$ cat config.mk
export PLATFORM = sky130hd
export DESIGN_NAME = websocket_frame_decoder_top
export DESIGN_NICKNAME = d
export VERILOG_FILES = /design/src/sv/wsfd_pkg.sv /design/src/sv/websocket_frame_decoder_top.sv /design/src/sv/wsfd_in_reg.sv /design/src/sv/wsfd_parser.sv /design/src/sv/wsfd_out_reg.sv
export SDC_FILE = /design/constraint.sdc
export NUM_CORES = 1
export LEC_CHECK = 0
export BUFFER_PORTS_ARGS = -buffer_cell sky130_fd_sc_hd__buf_2
export CELL_PAD_IN_SITES_DETAIL_PLACEMENT = 2
export CELL_PAD_IN_SITES_GLOBAL_PLACEMENT = 2
export CORE_ASPECT_RATIO = 1.25
export CORE_MARGIN = 1
export CORE_UTILIZATION = 30
export DETAILED_ROUTE_END_ITERATION = 10
export PLACE_DENSITY = 0.72
export SLEW_MARGIN = 5
export SYNTH_ARGS = -nofsm -noshare
export SYNTH_HDL_FRONTEND = slang
export SYNTH_HIERARCHICAL = 1
export SYNTH_SLANG_ARGS = --single-unit
$ cat constraint.sdc
create_clock -name i_clk -period 9.8 [get_ports i_clk]
set_input_delay 0.98 -clock i_clk [delete_from_list [all_inputs] [get_ports i_clk]]
set_output_delay 0.98 -clock i_clk [all_outputs]
set_load 0.02 [all_outputs]
$ cat src/sv/wsfd_pkg.sv
// Shared types and constants for the WebSocket frame decoder.
`default_nettype none

package wsfd_pkg;

    localparam int LEN_BITS = 24;
    localparam int KEY_BITS = 32;
    localparam int CLOSE_BITS = 16;
    localparam int HCNT_BITS = 4;

    localparam logic [3:0]  OPC_CLOSE = 4'h8;
    localparam logic [6:0]  LEN7_EXT16 = 7'd126;
    localparam logic [6:0]  LEN7_EXT64 = 7'd127;
    localparam logic [HCNT_BITS-1:0] EXT16_BYTES = 4'd2;
    localparam logic [HCNT_BITS-1:0] EXT64_BYTES = 4'd8;
    localparam logic [HCNT_BITS-1:0] KEY_BYTES = 4'd4;
    localparam logic [LEN_BITS-1:0] MAX_PAYLOAD_RST = {LEN_BITS{1'b1}};

    typedef enum logic [2:0] {
        PH_HDR0    = 3'd0,
        PH_HDR1    = 3'd1,
        PH_EXT16   = 3'd2,
        PH_EXT64   = 3'd3,
        PH_MASK    = 3'd4,
        PH_PAYLOAD = 3'd5,
        PH_ERROR   = 3'd6
    } t_phase;

    typedef struct packed {
        logic [7:0]            out_byte;
        logic                  byte_valid;
        logic                  frame_end;
        logic                  fin_flag;
        logic [3:0]            frame_opcode;
        logic                  was_masked;
        logic [CLOSE_BITS-1:0] close_code;
        logic                  close_valid;
        logic [LEN_BITS-1:0]   payload_length;
        logic                  status;
    } t_result;

    // Handshake between the input register and the parser.
    typedef struct packed {
        logic       vld;
        logic [7:0] data;
    } t_in_item;

endpackage

`default_nettype wire

$ cat src/sv/websocket_frame_decoder_top.sv
// Top level of the WebSocket frame decoder.
//
//  channel   direction  handshake                  payload
//  input     in         i_in_valid / o_in_stall    i_data_byte
//  output    out        o_out_valid / i_out_stall  o_out_byte .. o_status
//  config    in         i_cfg_valid / o_cfg_ready  i_cfg_data (max_payload)
//
// One byte per cycle sustained while the output is not stalled; an accepted byte is
// held in the input register, and the parser step writes its result to the output register.
// Header bytes and close code bytes usually produce no result.
// Synchronous active-low reset returns the parser to the first header byte,
// clears the sticky error and sets max_payload to all ones.
// An output stall holds the result register and backs up into the input.
`default_nettype none

module websocket_frame_decoder_top (
    input  wire                                 i_clk,
    input  wire                                 i_rst_n,
    input  wire                                 i_in_valid,
    output logic                                o_in_stall,
    input  wire  [7:0]                          i_data_byte,
    output logic                                o_out_valid,
    input  wire                                 i_out_stall,
    output logic [7:0]                          o_out_byte,
    output logic                                o_byte_valid,
    output logic                                o_frame_end,
    output logic                                o_fin_flag,
    output logic [3:0]                          o_frame_opcode,
    output logic                                o_was_masked,
    output logic [wsfd_pkg::CLOSE_BITS-1:0]     o_close_code,
    output logic                                o_close_valid,
    output logic [wsfd_pkg::LEN_BITS-1:0]       o_payload_length,
    output logic                                o_status,
    input  wire                                 i_cfg_valid,
    output logic                                o_cfg_ready,
    input  wire  [wsfd_pkg::LEN_BITS-1:0]       i_cfg_data
);
    import wsfd_pkg::*;

    logic [LEN_BITS-1:0] r_max_payload;
    t_in_item            item;
    logic                adv;
    logic                res_vld;
    t_result             res;
    t_result             out_res;

    assign o_cfg_ready = 1'b1;

    always_ff @(posedge i_clk) begin
        if (!i_rst_n) begin
            r_max_payload <= MAX_PAYLOAD_RST;
        end else if (i_cfg_valid && o_cfg_ready) begin
            r_max_payload <= i_cfg_data;
        end
    end

    wsfd_in_reg u_in_reg (
        .i_clk       (i_clk),
        .i_rst_n     (i_rst_n),
        .i_in_valid  (i_in_valid),
        .i_data_byte (i_data_byte),
        .o_in_stall  (o_in_stall),
        .i_adv       (adv),
        .o_item      (item)
    );

    wsfd_parser u_parser (
        .i_clk         (i_clk),
        .i_rst_n       (i_rst_n),
        .i_adv         (adv),
        .i_item        (item),
        .i_max_payload (r_max_payload),
        .o_res_vld     (res_vld),
        .o_res         (res)
    );

    wsfd_out_reg u_out_reg (
        .i_clk       (i_clk),
        .i_rst_n     (i_rst_n),
        .i_res_vld   (res_vld),
        .i_res       (res),
        .i_item_vld  (item.vld),
        .i_out_stall (i_out_stall),
        .o_adv       (adv),
        .o_out_valid (o_out_valid),
        .o_res       (out_res)
    );

    assign o_out_byte       = out_res.out_byte;
    assign o_byte_valid     = out_res.byte_valid;
    assign o_frame_end      = out_res.frame_end;
    assign o_fin_flag       = out_res.fin_flag;
    assign o_frame_opcode   = out_res.frame_opcode;
    assign o_was_masked     = out_res.was_masked;
    assign o_close_code     = out_res.close_code;
    assign o_close_valid    = out_res.close_valid;
    assign o_payload_length = out_res.payload_length;
    assign o_status         = out_res.status;

endmodule

`default_nettype wire

$ cat src/sv/wsfd_in_reg.sv
// Input register for the raw byte stream.
`default_nettype none

module wsfd_in_reg (
    input  wire                  i_clk,
    input  wire                  i_rst_n,
    input  wire                  i_in_valid,
    input  wire [7:0]            i_data_byte,
    output logic                 o_in_stall,
    input  wire                  i_adv,
    output wsfd_pkg::t_in_item   o_item
);
    import wsfd_pkg::*;

    logic       r_vld;
    logic [7:0] r_data;
    logic       load;

    assign load       = !r_vld || i_adv;
    assign o_in_stall = !load;

    always_ff @(posedge i_clk) begin
        if (!i_rst_n) begin
            r_vld <= 1'b0;
        end else if (load) begin
            r_vld <= i_in_valid;
        end
    end

    always_ff @(posedge i_clk) begin
        if (load && i_in_valid) begin
            r_data <= i_data_byte;
        end
    end

    assign o_item.vld  = r_vld;
    assign o_item.data = r_data;

endmodule

`default_nettype wire

$ cat src/sv/wsfd_parser.sv
// Frame parser: header state machine, length check, unmasking, close code.
`default_nettype none

module wsfd_parser (
    input  wire                             i_clk,
    input  wire                             i_rst_n,
    input  wire                             i_adv,
    input  wire wsfd_pkg::t_in_item         i_item,
    input  wire [wsfd_pkg::LEN_BITS-1:0]    i_max_payload,
    output logic                            o_res_vld,
    output wsfd_pkg::t_result               o_res
);
    import wsfd_pkg::*;

    t_phase                r_phase, n_phase;
    logic [HCNT_BITS-1:0]  r_hcnt, n_hcnt;
    logic                  r_fin, n_fin;
    logic [3:0]            r_opc, n_opc;
    logic                  r_mask, n_mask;
    logic [LEN_BITS-1:0]   r_len, n_len;
    logic                  r_ovf, n_ovf;    // some length bit above LEN_BITS was set
    logic [KEY_BITS-1:0]   r_key, n_key;
    logic [LEN_BITS-1:0]   r_pcnt, n_pcnt;
    logic [CLOSE_BITS-1:0] r_close, n_close;
    logic                  r_err, n_err;

    always_ff @(posedge i_clk) begin
        if (!i_rst_n) begin
            r_phase <= PH_HDR0;
            r_hcnt  <= '0;
            r_fin   <= 1'b0;
            r_opc   <= '0;
            r_mask  <= 1'b0;
            r_len   <= '0;
            r_ovf   <= 1'b0;
            r_key   <= '0;
            r_pcnt  <= '0;
            r_close <= '0;
            r_err   <= 1'b0;
        end else if (i_adv) begin
            r_phase <= n_phase;
            r_hcnt  <= n_hcnt;
            r_fin   <= n_fin;
            r_opc   <= n_opc;
            r_mask  <= n_mask;
            r_len   <= n_len;
            r_ovf   <= n_ovf;
            r_key   <= n_key;
            r_pcnt  <= n_pcnt;
            r_close <= n_close;
            r_err   <= n_err;
        end
    end

    always_comb begin
        logic [7:0] b;
        logic [7:0] plain;
        logic [7:0] key_b;
        logic       do_ld;
        logic       do_sp;
        logic       last;
        logic       e_vld;
        logic [7:0] e_byte;
        logic       e_bvld;
        logic       e_end;
        logic       cv;

        b       = i_item.data;
        plain   = '0;
        key_b   = '0;
        do_ld   = 1'b0;
        do_sp   = 1'b0;
        last    = 1'b0;
        e_vld   = 1'b0;
        e_byte  = '0;
        e_bvld  = 1'b0;
        e_end   = 1'b0;

        n_phase = r_phase;
        n_hcnt  = r_hcnt;
        n_fin   = r_fin;
        n_opc   = r_opc;
        n_mask  = r_mask;
        n_len   = r_len;
        n_ovf   = r_ovf;
        n_key   = r_key;
        n_pcnt  = r_pcnt;
        n_close = r_close;
        n_err   = r_err;

        if (r_err) begin
            e_vld = 1'b1;
        end else begin
            unique case (r_phase)
                PH_HDR1: begin
                    n_mask = b[7];
                    n_hcnt = '0;
                    if (b[6:0] == LEN7_EXT16) begin
                        n_phase = PH_EXT16;
                    end else if (b[6:0] == LEN7_EXT64) begin
                        n_phase = PH_EXT64;
                    end else begin
                        n_len = LEN_BITS'(b[6:0]);
                        do_ld = 1'b1;
                    end
                end
                PH_EXT16, PH_EXT64: begin
                    n_len  = {r_len[LEN_BITS-9:0], b};
                    n_ovf  = r_ovf || (r_len[LEN_BITS-1 -: 8] != 8'd0);
                    n_hcnt = r_hcnt + 1'b1;
                    if (n_hcnt == ((r_phase == PH_EXT16) ? EXT16_BYTES : EXT64_BYTES)) begin
                        do_ld = 1'b1;
                    end
                end
                PH_MASK: begin
                    n_key  = {r_key[KEY_BITS-9:0], b};
                    n_hcnt = r_hcnt + 1'b1;
                    if (n_hcnt == KEY_BYTES) begin
                        do_sp = 1'b1;
                    end
                end
                PH_PAYLOAD: begin
                    unique case (r_pcnt[1:0])
                        2'd0:    key_b = r_key[31:24];
                        2'd1:    key_b = r_key[23:16];
                        2'd2:    key_b = r_key[15:8];
                        default: key_b = r_key[7:0];
                    endcase
                    plain  = b ^ key_b;
                    n_pcnt = r_pcnt + 1'b1;
                    last   = (n_pcnt == r_len);
                    if (last) begin
                        n_phase = PH_HDR0;
                    end
                    // first two bytes of a close frame carry the close code
                    if (r_opc == OPC_CLOSE && r_len >= LEN_BITS'(2) &&
                        r_pcnt < LEN_BITS'(2)) begin
                        n_close = {r_close[7:0], plain};
                        e_vld   = last;
                        e_end   = last;
                    end else begin
                        e_vld  = 1'b1;
                        e_byte = plain;
                        e_bvld = 1'b1;
                        e_end  = last;
                    end
                end
                default: begin
                    n_fin   = b[7];
                    n_opc   = b[3:0];
                    n_mask  = 1'b0;
                    n_len   = '0;
                    n_ovf   = 1'b0;
                    n_key   = '0;
                    n_pcnt  = '0;
                    n_close = '0;
                    n_hcnt  = '0;
                    if (b[6:4] != 3'd0) begin
                        n_err   = 1'b1;
                        n_phase = PH_ERROR;
                        e_vld   = 1'b1;
                    end else begin
                        n_phase = PH_HDR1;
                    end
                end
            endcase

            if (do_ld) begin
                if (n_ovf || n_len > i_max_payload) begin
                    n_err   = 1'b1;
                    n_phase = PH_ERROR;
                    e_vld   = 1'b1;
                end else if (n_mask) begin
                    n_phase = PH_MASK;
                    n_hcnt  = '0;
                end else begin
                    do_sp = 1'b1;
                end
            end

            if (do_sp) begin
                if (n_len == '0) begin
                    n_phase = PH_HDR0;
                    e_vld   = 1'b1;
                    e_end   = 1'b1;
                end else begin
                    n_phase = PH_PAYLOAD;
                end
            end
        end

        cv = (n_opc == OPC_CLOSE) && (n_len >= LEN_BITS'(2)) && (n_pcnt >= LEN_BITS'(2));

        o_res_vld              = e_vld;
        o_res.out_byte         = e_bvld ? e_byte : 8'd0;
        o_res.byte_valid       = e_bvld;
        o_res.frame_end        = e_end;
        o_res.fin_flag         = n_fin;
        o_res.frame_opcode     = n_opc;
        o_res.was_masked       = n_mask;
        o_res.close_code       = cv ? n_close : '0;
        o_res.close_valid      = cv;
        o_res.payload_length   = n_len;
        o_res.status           = n_err;
    end

`ifndef SYNTHESIS
    a_err_sticky: assert property (@(posedge i_clk) disable iff (!i_rst_n)
        r_err |=> r_err)
        else $error("error flag cleared without reset");

    a_err_phase: assert property (@(posedge i_clk) disable iff (!i_rst_n)
        r_err |-> (r_phase == PH_ERROR))
        else $error("error flag set outside error phase");

    a_pcnt_range: assert property (@(posedge i_clk) disable iff (!i_rst_n)
        (r_phase == PH_PAYLOAD) |-> (r_pcnt < r_len))
        else $error("payload count ran past frame length");

    a_byte_ok: assert property (@(posedge i_clk) disable iff (!i_rst_n)
        (i_adv && o_res_vld && o_res.byte_valid) |-> !o_res.status)
        else $error("payload byte emitted while in error");
`endif

endmodule

`default_nettype wire

$ cat src/sv/wsfd_out_reg.sv
// Result register on the output channel.
`default_nettype none

module wsfd_out_reg (
    input  wire                     i_clk,
    input  wire                     i_rst_n,
    input  wire                     i_res_vld,
    input  wire wsfd_pkg::t_result  i_res,
    input  wire                     i_item_vld,
    input  wire                     i_out_stall,
    output logic                    o_adv,
    output logic                    o_out_valid,
    output wsfd_pkg::t_result       o_res
);
    import wsfd_pkg::*;

    logic    r_vld;
    t_result r_res;

    // parser steps when an input byte is held and the result slot is free or being drained
    assign o_adv = i_item_vld && (!r_vld || !i_out_stall);

    always_ff @(posedge i_clk) begin
        if (!i_rst_n) begin
            r_vld <= 1'b0;
        end else if (o_adv) begin
            r_vld <= i_res_vld;
        end else if (!i_out_stall) begin
            r_vld <= 1'b0;
        end
    end

    always_ff @(posedge i_clk) begin
        if (o_adv && i_res_vld) begin
            r_res <= i_res;
        end
    end

    assign o_out_valid = r_vld;
    assign o_res       = r_res;

endmodule

`default_nettype wire

==> impl_metrics.json, run 1 <==
{
  "regArea_sq_um": 4725,
  "netlist.area_leader.share_pct": 23.60,
  "path_class": "register to register",
  "synthMuxAreaShare_pct": 5.243,
  "hold_buffers": 0,
  "fill_cells": 4316,
  "max_slew.worst_pin.slew_ns": 1.120,
  "synth_nets": 1421,
  "p_seq_share_pct": 42.1,
  "drt-vias-per-instance": 5.595,
  "synthTopCellsByArea": "dfxtp_1, edfxtp_1, a21oi_1",
  "powerDensity_nw_per_um2": 173.6,
  "synth_cell_types": 84,
  "path_buf_inv": 2,
  "yosys_most_used_dff": "dfxtp_1",
  "relSlewSlack_pct": 25.14,
  "netlist_area_sq_um": 11620,
  "die_w_um": 178.0,
  "synth_common_cells": "nand2_1, a21oi_1, dfxtp_1, nor2_1, clkbuf_1",
  "drt_wl_total_um": 41550,
  "fp-row-count": 80,
  "regToRegStartpoint": "u_parser/r_phase[1]",
  "cts_tree": "done",
  "period_share_pct": 64.78,
  "cts_made_buffers": 23,
  "insertion_delay_ns": 0.54,
  "p_comb_share_pct": 17.9,
  "regToRegSetupSlack_ns": 3.45,
  "post_drt_wl_per_cell_um": 22.18,
  "clk_path_buf_depth": 3,
  "cpMaxStageDelayCell": "dfxtp_1",
  "diodes": 0,
  "regToRegEndpoint": "u_out_reg/o_res[35]",
  "crit_path_end": "u_out_reg/o_res[35]",
  "worst-path-stages": 16,
  "fp.dieH_um": 222.1,
  "grt_pass1_vias": 11120,
  "ys_warn_count": 6,
  "hold_viol_final": 0,
  "tns_ns": 0,
  "slew_viol_final": 0,
  "min_path_type": "register to register",
  "yosys.area_share.adder_pct": 3.553,
  "avgSynthCellArea_sq_um": 8.602,
  "portBuffers": 96,
  "ir_drop_v": 0.0001033,
  "grt_util_all_layers_pct": 21.22,
  "fin_area_sq_um": 13030,
  "synth-edff-count": 66,
  "max_cap_viol_count": 0,
  "pwr-share-clk_pct": 40.0,
  "fmax_ghz": 0.1575,
  "cts.clk_slew.worst_paths_ns": 0.06,
  "synth_top_cell_by_area": "dfxtp_1",
  "crit_arrival_ns": 6.52,
  "antenna_found_initial": 0,
  "overflow": 0,
  "cts_resized": 0,
  "drcViolationCount": 0,
  "start_kind": "register",
  "synth_xor_area_share_pct": 3.564,
  "min_period_ns": 6.349,
  "ys_ff_latch": 203,
  "synth_most_common_cell": "nand2_1",
  "worst-path-max-fanout": 34,
  "slowest_delay_ns": 0.83,
  "grt_max_degree": 83,
  "dpl.hpwl_um": 29280,
  "fin_nets": 1434,
  "setup_violations": 0,
  "switchingPower_mw": 0.7074,
  "syn2layout_area_growth_pct": 12.09,
  "syn_inst": 1351,
  "multiInputGateArea_sq_um": 6123,
  "core_area_sq_um": 38140,
  "htreeDepth": 1,
  "synth_top_family_by_area": "simple AND/OR/NAND/NOR gates",
  "setup_ws_ns": 3.451,
  "swShare_pct": 31.29,
  "grt_pass1_wl_um": 65060,
  "crit_start": "u_parser/r_phase[1]",
  "drt-initial-drc-count": 544,
  "pin_count": 98,
  "p_leak_nw": 4.787,
  "clock_sinks": 203,
  "firstDrtPassIters": 5,
  "gp_congestion": 0.8290,
  "path_cells": "inv_1 > ha_1 > and2_1 > a21oi_1 > ha_1 > nand4_1 > or4_1 > nor3_1 > nand3_1 > o21ai_0 > a31o_2 > nand2_1 > nand3_1 > nand2_1 > a21oi_4 > buf_4",
  "dieArea_sq_um": 39530,
  "dpl-instance-area_sq_um": 12250,
  "yosys.area_share.simple_pct": 20.97,
  "required_ns": 9.97,
  "whs_ns": 0.4674,
  "start_util_pct": 30.47,
  "synth_compound_area_share_pct": 19.14,
  "p_int_mw": 1.554,
  "clockRootBuffer": "clkbuf_16",
  "layout-drive-gt1-share_pct": 13.83,
  "postCtsSetupBuffers": 0,
  "grt_setup_unrepaired": "false",
  "crit_path_end_kind": "register",
  "reg2reg_depth": 16,
  "async_flop_share_pct": 0,
  "postRouteAntennaNets": 0,
  "finalClockSkew_ns": 0.02360,
  "crit_family": "simple AND/OR/NAND/NOR gates",
  "status": "completed",
  "dr_total_vias": 10480,
  "yosysSeqAreaShare_pct": 40.65,
  "dp_slack_ns": 3.455
}
[area by class of cell]
type	count	area share, %
sequential	203	36.27
clock buffer	28	4.716
clock inverter	14	1.258
timing repair buffer	111	4.553
inverter	51	1.470
tap	492	4.726
multi-input combinational	974	47.01
[worst register-to-register path: cells and delay by family (launching register included)]
| family | cells | cell delay (ns) |
|---|---|---|
| compound gates | 4 | 1.35 |
| fa+ha+maj | 2 | 0.83 |
| flops | 1 | 0.83 |
| buf+inv | 2 | 0.69 |
| simple gates | 8 | 2.26 |
[cells by family after synthesis]
group | Yosys count
AND/OR/NAND/NOR | 491
other | 1
XOR/XNOR | 44
buffers and inverters | 174
adder cells (fa/ha/maj) | 33
AO/OA/AOI/OAI | 346
flip-flops | 203
multiplexers | 59
[routing by layer]
layer / GRT usage (%) / up-vias / part of all wire, %
met1: 25.64 / 5248 / 42
met4: 10.01 / 0 / 4.7
met5: 0 / - / 0
met3: 2.366 / 93 / 3.3
met2: 37.04 / 215 / 50
li1: - / 4924 / -
[registers in the layout, indices dropped and copies added, names as in the netlist]
signal,flops
u_parser/r_ovf,1
u_parser/r_key,32
r_max_payload,24
u_parser/r_opc,4
u_in_reg/r_vld,1
u_in_reg/r_data,8
u_out_reg/o_out_valid,1
u_parser/r_pcnt,24
u_parser/r_phase,3
u_parser/r_err,1
u_parser/r_mask,1
u_parser/r_close,16
u_out_reg/o_res,58
u_parser/r_hcnt,4
u_parser/r_len,24
u_parser/r_fin,1
[power groups by stage]
stage	registers [mW]	logic [mW]	clock network [mW]
floorplan	0.983	0.255	0
detailed placement	0.970	0.407	0
CTS	0.953	0.409	0.936
global placement	0.969	0.399	0
global route	0.957	0.439	0.960
finish	0.952	0.406	0.904
[how the worst min path moves through the flow]
stage,endpoint,slack (ns),depth (start not counted),startpoint
finish,u_parser/r_key[25],0.47,2,u_parser/r_key[25]
global route,u_parser/r_key[30],0.49,2,u_parser/r_key[30]
CTS,u_parser/r_key[29],0.46,2,u_parser/r_key[29]
detailed placement,u_parser/r_key[29],0.46,2,u_parser/r_key[29]
global placement,u_parser/r_key[24],0.44,2,u_parser/r_key[24]
floorplan,u_parser/r_key[24],0.43,2,u_parser/r_key[24]
[cell usage in the layout (no fill, tap or decap), types with 42 or more instances in the layout]
| master | instances |
|---|---|
| inv_1 | 48 |
| mux2i_1 | 44 |
| buf_2 | 96 |
| edfxtp_1 | 66 |
| nor2_1 | 101 |
| dfxtp_1 | 137 |
| a21oi_1 | 147 |
| nand3_1 | 51 |
| o21ai_0 | 42 |
| nand2_1 | 174 |
[per-stage QoR]
step / util (%) / instances / total power, mW
final: 34.16 / 1873 / 2.261
after global routing: 34.16 / 1873 / 2.356
after CTS: 34.16 / 1873 / 2.298
after detailed placement: 32.12 / 1831 / 1.378
after global placement: 32.12 / 1831 / 1.367
after floorplan: - / 1351 / 1.238
Note: power is estimated with default switching activity, not from simulation.
==> run 2: changes to the inputs <==
clock period = 6.2 ns   (was 9.8 ns; I/O delays follow)
==> impl_metrics.json, run 2 (synthesis gave the netlist of run 1 again) <==
{
  "portBuffers": 96,
  "crit_start": "u_parser/r_phase[2]",
  "cts_made_buffers": 26,
  "post_drt_wl_per_cell_um": 22.03,
  "powerDensity_nw_per_um2": 277.6,
  "largest_reg_flops": 58,
  "crit_path_end": "u_out_reg/o_res[39]",
  "max_slew.worst_pin.slew_ns": 1.250,
  "hold_viol_final": 0,
  "fmax_ghz": 0.1751,
  "gp_congestion": 0.8128,
  "insertion_delay_ns": 0.56,
  "tns_ns": 0,
  "pin_count": 98,
  "layout_common_cells": "nand2_1, a21oi_1, dfxtp_1, nor2_1, buf_2",
  "dieArea_sq_um": 39530,
  "grt_pass1_vias": 11240,
  "htreeDepth": 1,
  "fp.dieH_um": 222.1,
  "hold_buffers": 0,
  "diodes": 0,
  "final_common_cell": "nand2_1",
  "reg2reg_depth": 18,
  "postLayoutCoreUtil_pct": 34.46,
  "cts_resized": 0,
  "clock_sinks": 203,
  "fp-row-count": 80,
  "regToRegEndpoint": "u_out_reg/o_res[39]",
  "setup_violations": 0,
  "layout-drive-gt1-share_pct": 14.37,
  "clk_path_buf_depth": 3,
  "drt-vias-per-instance": 5.599,
  "syn2layout_area_growth_pct": 13.08,
  "p_seq_share_pct": 41.1,
  "min_path_type": "primary input to register",
  "grt_pass1_wl_um": 65450,
  "start_kind": "register",
  "min_period_ns": 5.710,
  "postCtsSetupBuffers": 0,
  "drcViolationCount": 0,
  "slew_viol_final": 0,
  "hold_path_depth": 1,
  "swShare_pct": 31.39,
  "fin_area_sq_um": 13140,
  "p_int_mw": 2.503,
  "required_ns": 6.39,
  "core_area_sq_um": 38140,
  "period_share_pct": 92.10,
  "regToRegSetupSlack_ns": 0.49,
  "antenna_found_initial": 0,
  "regToRegStartpoint": "u_parser/r_phase[2]",
  "dpl-instance-area_sq_um": 12290,
  "grt_util_all_layers_pct": 21.32,
  "postRouteAntennaNets": 0,
  "drt_wl_total_um": 41510,
  "overflow": 0,
  "p_comb_share_pct": 17.7,
  "slowest_delay_ns": 0.80,
  "grt_setup_unrepaired": "false",
  "crit_path_end_kind": "register",
  "pwr-share-clk_pct": 41.1,
  "switchingPower_mw": 1.145,
  "start_util_pct": 30.47,
  "p_leak_nw": 4.861,
  "dpl.hpwl_um": 29520,
  "setup_ws_ns": 0.4898,
  "fin_nets": 1442,
  "path_cells": "clkinv_1 > ha_1 > buf_4 > a21oi_1 > o21a_1 > a211oi_1 > ha_1 > nand4_1 > or4_1 > nor3_1 > nand3_1 > o21ai_0 > a31o_2 > nand2_1 > nand3_1 > nand2_1 > a21oi_4 > buf_4",
  "finalClockSkew_ns": 0.01346,
  "dr_total_vias": 10550,
  "ir_drop_v": 0.0002182,
  "cts.clk_slew.worst_paths_ns": 0.06,
  "cts_tree": "done",
  "cpMaxStageDelayCell": "ha_1",
  "firstDrtPassIters": 7,
  "max_cap_viol_count": 0,
  "whs_ns": 0.2395,
  "clockRootBuffer": "clkbuf_16",
  "dp_slack_ns": 0.5579,
  "path_class": "register to register",
  "die_w_um": 178.0,
  "status": "completed",
  "worst-path-max-fanout": 34,
  "crit_arrival_ns": 5.90,
  "grt_max_degree": 82,
  "relSlewSlack_pct": 16.68,
  "drt-initial-drc-count": 438
}
run 2: worst max-delay path, delay by kind of cell, from the launching register on:
family,cells,cell delay [ns]
flops,1,0.51
buf+inv,3,0.97
compound gates,6,1.41
fa+ha+maj,2,1.07
simple gates,7,1.34
run 2: worst min path at each step:
stage	startpoint	to	slack (ns)
2_1_floorplan	u_parser/r_key[24]	u_parser/r_key[24]	0.43
3_3_place_gp	u_parser/r_key[31]	u_parser/r_key[31]	0.44
3_5_place_dp	u_parser/r_key[28]	u_parser/r_key[28]	0.45
4_1_cts	i_data_byte[7]	u_in_reg/r_data[7]	0.21
5_1_grt	i_data_byte[4]	u_in_reg/r_data[4]	0.22
6_report	i_data_byte[4]	u_in_reg/r_data[4]	0.24
run 2: layout make-up:
type,instances,area [sq um]
Fill cell,4280,25000
Multi-Input combinational cell,974,6123
Sequential cell,203,4725
Clock buffer,37,742.0
Timing Repair Buffer,116,630.6
Tap cell,492,615.6
Inverter,51,192.7
Clock inverter,11,112.6
run 2: stage by stage:
| step | cells | power [mW] |
|---|---|---|
| 2_1_floorplan | 1351 | 1.955 |
| 3_3_place_gp | 1836 | 2.159 |
| 3_5_place_dp | 1836 | 2.177 |
| 4_1_cts | 1884 | 3.699 |
| 5_1_grt | 1884 | 3.803 |
| 6_report | 1884 | 3.648 |
run 2: power groups by stage:
| stage | Combinational [mW] | Sequential, mW | Clock, mW |
|---|---|---|---|
| 2_1_floorplan | 0.404 | 1.55 | 0 |
| 3_3_place_gp | 0.633 | 1.53 | 0 |
| 5_1_grt | 0.700 | 1.51 | 1.60 |
| 6_report | 0.647 | 1.50 | 1.50 |
| 4_1_cts | 0.651 | 1.50 | 1.55 |
| 3_5_place_dp | 0.647 | 1.53 | 0 |
run 2: routing by layer:
layer  up-vias  track usage (%)  wire [um]
li1       4945                -          -
met1      5302            25.62      17640
met2       216            37.12      20620
met3        85            2.709       1373
met4         0            10.09       1871
met5         -                0          0
